`config.mk`:
```
export PLATFORM = sky130hd
export DESIGN_NAME = tbf_divider
export DESIGN_NICKNAME = d
export VERILOG_FILES = /design/src/hw/rtl/tbf_pkg.sv /design/src/hw/rtl/tbf_divider.sv
export SDC_FILE = /design/constraint.sdc
export NUM_CORES = 1
export LEC_CHECK = 0
export ABC_CLOCK_PERIOD_IN_PS = 2500
export CORE_AREA = 2 2 127 129
export CTS_CLUSTER_SIZE = 40
export DETAILED_ROUTE_END_ITERATION = 8
export DIE_AREA = 0 0 129 131
export DONT_BUFFER_PORTS = 1
export HOLD_SLACK_MARGIN = 0.05
export REMOVE_ABC_BUFFERS = 1
export SYNTH_ARGS = -nofsm -noshare
export SYNTH_HDL_FRONTEND = slang
export SYNTH_SLANG_ARGS = --single-unit
```
`constraint.sdc`:
```
create_clock -name i_clk -period 2.5 [get_ports i_clk]
set_input_delay 0.125 -clock i_clk [delete_from_list [all_inputs] [get_ports i_clk]]
set_output_delay 0.125 -clock i_clk [all_outputs]
set_load 0.03 [all_outputs]
```
`src/hw/rtl/tbf_pkg.sv`:
```
// Shared constants, codes and field widths for the tensor broadcast fetch block.
`default_nettype none

package tbf_pkg;

    // Field widths of the stream payloads.
    localparam int INDEX_W  = 32;
    localparam int VALUE_W  = 32;
    localparam int STATUS_W = 2;
    localparam int CMD_W    = 1;

    // Configuration register format.
    localparam int CFG_DATA_W  = 64;
    localparam int CFG_INDEX_W = 3;
    localparam int RANK_W      = 4;
    localparam int SLOT_COUNT  = 8;
    localparam int SLOT_BITS   = 3;
    localparam int SLOT_W      = 16;

    // Running shape products saturate here; anything at or above 2^32 compares alike.
    localparam int TOTAL_W = 33;
    localparam logic [TOTAL_W-1:0] TOTAL_CAP = 33'h1_0000_0000;

    // Parameter defaults.
    localparam int STORE_DEPTH_DEF   = 4096;
    localparam int MAX_RANK_DEF      = 8;
    localparam int ELEMENT_WIDTH_DEF = 32;
    localparam int DIM_WIDTH_DEF     = 16;

    // Register indexes.
    localparam logic [CFG_INDEX_W-1:0] REG_OUTPUT_RANK      = 3'd0;
    localparam logic [CFG_INDEX_W-1:0] REG_INPUT_RANK       = 3'd1;
    localparam logic [CFG_INDEX_W-1:0] REG_OUTPUT_DIMS_LOW  = 3'd2;
    localparam logic [CFG_INDEX_W-1:0] REG_OUTPUT_DIMS_HIGH = 3'd3;
    localparam logic [CFG_INDEX_W-1:0] REG_INPUT_DIMS_LOW   = 3'd4;
    localparam logic [CFG_INDEX_W-1:0] REG_INPUT_DIMS_HIGH  = 3'd5;

    // Reset values of the registers: rank one, every dimension one.
    localparam logic [RANK_W-1:0]     RANK_RESET = 4'd1;
    localparam logic [CFG_DATA_W-1:0] DIMS_RESET = 64'h0001_0001_0001_0001;

    // Commands and status codes.
    localparam logic [CMD_W-1:0] CMD_LOAD  = 1'b0;
    localparam logic [CMD_W-1:0] CMD_FETCH = 1'b1;

    localparam logic [STATUS_W-1:0] STATUS_OK    = 2'd0;
    localparam logic [STATUS_W-1:0] STATUS_SHAPE = 2'd1;
    localparam logic [STATUS_W-1:0] STATUS_RANGE = 2'd2;

endpackage

`default_nettype wire

```
`src/hw/rtl/tbf_divider.sv`:
```
// Restoring divider: 32-bit dividend by a dimension-wide divisor, one quotient bit per cycle.
`default_nettype none

module tbf_divider #(
    parameter int DIM_WIDTH = tbf_pkg::DIM_WIDTH_DEF
) (
    input  wire logic                         i_clk,
    input  wire logic                         i_rst_n,
    input  wire logic                         i_start,
    input  wire logic [tbf_pkg::INDEX_W-1:0]  i_dividend,
    input  wire logic [DIM_WIDTH-1:0]         i_divisor,
    output logic                              o_done,
    output logic [tbf_pkg::INDEX_W-1:0]       o_quotient,
    output logic [DIM_WIDTH-1:0]              o_remainder
);

    localparam int CNT_W = $clog2(tbf_pkg::INDEX_W);

    logic                        r_busy;
    logic                        r_done;
    logic [CNT_W-1:0]            r_cnt;
    logic [tbf_pkg::INDEX_W-1:0] r_quo;
    logic [DIM_WIDTH-1:0]        r_rem;
    logic [DIM_WIDTH-1:0]        r_div;

    logic [DIM_WIDTH:0] w_trial;
    logic [DIM_WIDTH:0] w_diff;
    logic               w_fits;

    // Bring down the next dividend bit and try to subtract the divisor.
    assign w_trial = {r_rem, r_quo[tbf_pkg::INDEX_W-1]};
    assign w_fits  = w_trial >= {1'b0, r_div};
    assign w_diff  = w_trial - {1'b0, r_div};

    always_ff @(posedge i_clk) begin
        if (!i_rst_n) begin
            r_busy <= 1'b0;
            r_done <= 1'b0;
            r_cnt  <= '0;
        end else begin
            r_done <= 1'b0;
            if (i_start && !r_busy) begin
                r_busy <= 1'b1;
                r_cnt  <= '0;
            end else if (r_busy) begin
                r_cnt <= r_cnt + 1'b1;
                if (r_cnt == CNT_W'(tbf_pkg::INDEX_W - 1)) begin
                    r_busy <= 1'b0;
                    r_done <= 1'b1;
                end
            end
        end
    end

    always_ff @(posedge i_clk) begin
        if (i_start && !r_busy) begin
            r_quo <= i_dividend;
            r_rem <= '0;
            r_div <= i_divisor;
        end else if (r_busy) begin
            r_quo <= {r_quo[tbf_pkg::INDEX_W-2:0], w_fits};
            r_rem <= w_fits ? w_diff[DIM_WIDTH-1:0] : w_trial[DIM_WIDTH-1:0];
        end
    end

    assign o_done      = r_done;
    assign o_quotient  = r_quo;
    assign o_remainder = r_rem;

endmodule

`default_nettype wire
```
==> impl_metrics.tcl <==
set metrics [dict create \
    status "completed" \
    die_w_um 129 \
    antenna_found_initial 0 \
    pin_count 100 \
    maxUsedRoutingLayer "met4" \
    drive_gt1_frac 0.213 \
    crit_arrival_ns 2.65 \
    max_slew_margin 0.712 \
    viasPerCell 4.64 \
    worstSkewPairLatency_ns 0.34 \
    vias 3001 \
    route.detailed.drc 0 \
    drv_slew 0 \
    finalCritPeriodShare 0.968 \
    initial_core_util 0.244 \
    synth.most_common_cell "edfxtp_1" \
    first_global_vias 3016 \
    cts_tree "yes" \
    required_ns 2.73 \
    vdd_ir_drop_max_uv 369 \
    ys_top_cells_by_area "edfxtp_1 (38%), dfxtp_1 (12%), mux2_2 (9.5%), ha_1 (5.9%), nand2_1 (2.8%)" \
    finalNonFillerCells 647 \
    hp-class "input pin to flop" \
    netlist_area_sq_um 3810 \
    syn_avg_cell_area_sq_um 11.0 \
    cts.htree.levels 3 \
    dr.pass1.iters 4 \
    placed_cell_area_sq_um 4300 \
    fmax_mhz 413 \
    syn_to_final_growth_pct 34.4 \
    grt_pass1_wl_um 15900 \
    synth_top_area_frac 0.378 \
    cap_violations 0 \
    ys.flop_type "edfxtp_1" \
    critPathMaxFanout 17 \
    clkSinkCount 71 \
    wl_met2_um 5080 \
    design_area_sq_um 5120 \
    drtIter0Drc 115 \
    setup_viol 0 \
    tightest_slew_ns 0.426 \
    gp_routability_congestion 0.895 \
    wl_met3_um 673 \
    setup_tns_ns 0 \
    ant_nets 0 \
    r2r_cells 9 \
    n_antenna_cell 0 \
    finalPower_mw 5.37 \
    overflow 0 \
    ys_top_cells_by_count "edfxtp_1 (48), mux2_2 (32), nand2_1 (28)" \
    nets 496 \
    crit_type "flop to flop" \
    grt_max_degree 40 \
    synth_seq_cells 71 \
    min_period_ns 2.42 \
    critPathCaptureType "flop" \
    final_util 0.328 \
    clk_pin_slew_ns 0.06 \
    port_buffers 0 \
    finalWirelength_um 10300 \
    cts_buffer_depth 2 \
    holdPathStages 4 \
    p_per_area_nw_per_um2 1050 \
    synth_edf_count 48 \
    place_inst 580 \
    synthCells 345 \
    clockRootBuffer "clkbuf_16" \
    ys_types 57 \
    skew_ns 0.00558 \
    ys_seq_area_frac 0.499 \
    grt.total_usage 0.124 \
    cts_buffers 9 \
    hold_viol 0 \
    placementRows 46 \
    postSynth.asyncResetShare 0 \
    p_leak_nw 2.03 \
    yosysTopAreaCell "edfxtp_1" \
    startpoint_type "flop" \
    wl_met1_um 4300 \
    dieArea_sq_um 16900 \
    yosysWarnings 0 \
    wl_per_cell_um 15.8 \
    place_hpwl_um 7100 \
    dieHeight_um 131 \
    core_area_sq_um 15600 \
]
==> what timing repair did <==
action,CTS,global route
setup endpoints to repair,0,8
hold buffers,51,0
endpoints found under the hold margin,55,0
gates resized for setup,0,7
setup buffers,0,0
==> routing by layer <==
layer | up-vias | track usage
met1 | 1439 | 0.143
met5 | - | 0
met2 | 92 | 0.210
met3 | 15 | 0.0456
met4 | 0 | 0.0537
li1 | 1455 | -
==> critical path, cell delays in order, from the launching register on <==
cell      delay, ns
edfxtp_1       0.36
inv_1          0.07
ha_1           0.23
o211ai_1       0.22
a21oi_2        0.07
o32a_1         0.36
o211a_1        0.25
buf_8          0.17
or3_1          0.34
a32o_1         0.24
==> where the power goes <==
part,switching (mW),internal (mW)
registers,0.288,1.50
logic,1.30,1.00
clock network,0.510,0.769
total,2.10,3.27
==> cells in the final DEF, fill, tap and decap left out, drive strengths merged, types with 12 or more instances in the layout <==
cell,count
dfxtp,23
nand2,28
inv,20
edfxtp,48
mux2,32
buf,37
o21ai,12
nor2,16
ha,18
dlygate4sd3,51
==> logic make-up after synthesis <==
group                    after synthesis  synth area share
flip-flops                            71             0.499
buffers and inverters                 38            0.0401
adder cells (fa/ha/maj)               19            0.0644
AND/OR/NAND/NOR                       97             0.130
multiplexers                          33            0.0972
AO/OA/AOI/OAI                         76             0.144
XOR/XNOR                              11            0.0253
==> stage by stage <==
stage	setup WS, ns	hold slack, ns
after floorplan	-1.09	0.224
after global placement	0.105	0.224
after detailed placement	0.0402	0.224
after CTS	0.0211	0.201
after global routing	-0.0451	0.234
final	0.0804	0.214
==> state kept, by name, summed over array words and instances (netlist names) <==
| register | count |
|---|---|
| o_quotient | 32 |
| o_remainder | 16 |
| r_div | 16 |
| r_cnt | 5 |
| o_done | 1 |
| r_busy | 1 |
==> area by class of cell <==
cell class,count,area [sq um]
inverters,20,75.1
clock buffers,10,229
repair buffers,88,808
multi-input cells,236,1770
clock inverters,6,61.3
fillers,1605,10500
flip-flops and latches,71,1900
well taps,216,270
==> path summary, 6_finish.rpt <==
check                        startpoint                           to  slack, ns
setup / recovery     r_div[2]$_DFFE_PP_  o_remainder[1]$_SDFFE_PP0P_       0.08
setup reg to reg     r_div[2]$_DFFE_PP_  o_remainder[1]$_SDFFE_PP0P_       0.08
hold / removal                  i_start  o_remainder[5]$_SDFFE_PP0P_       0.21
hold reg to reg   r_cnt[3]$_SDFFE_PP0P_        r_cnt[3]$_SDFFE_PP0P_       0.58
No activity file was read; power rests on OpenSTA's default activity.
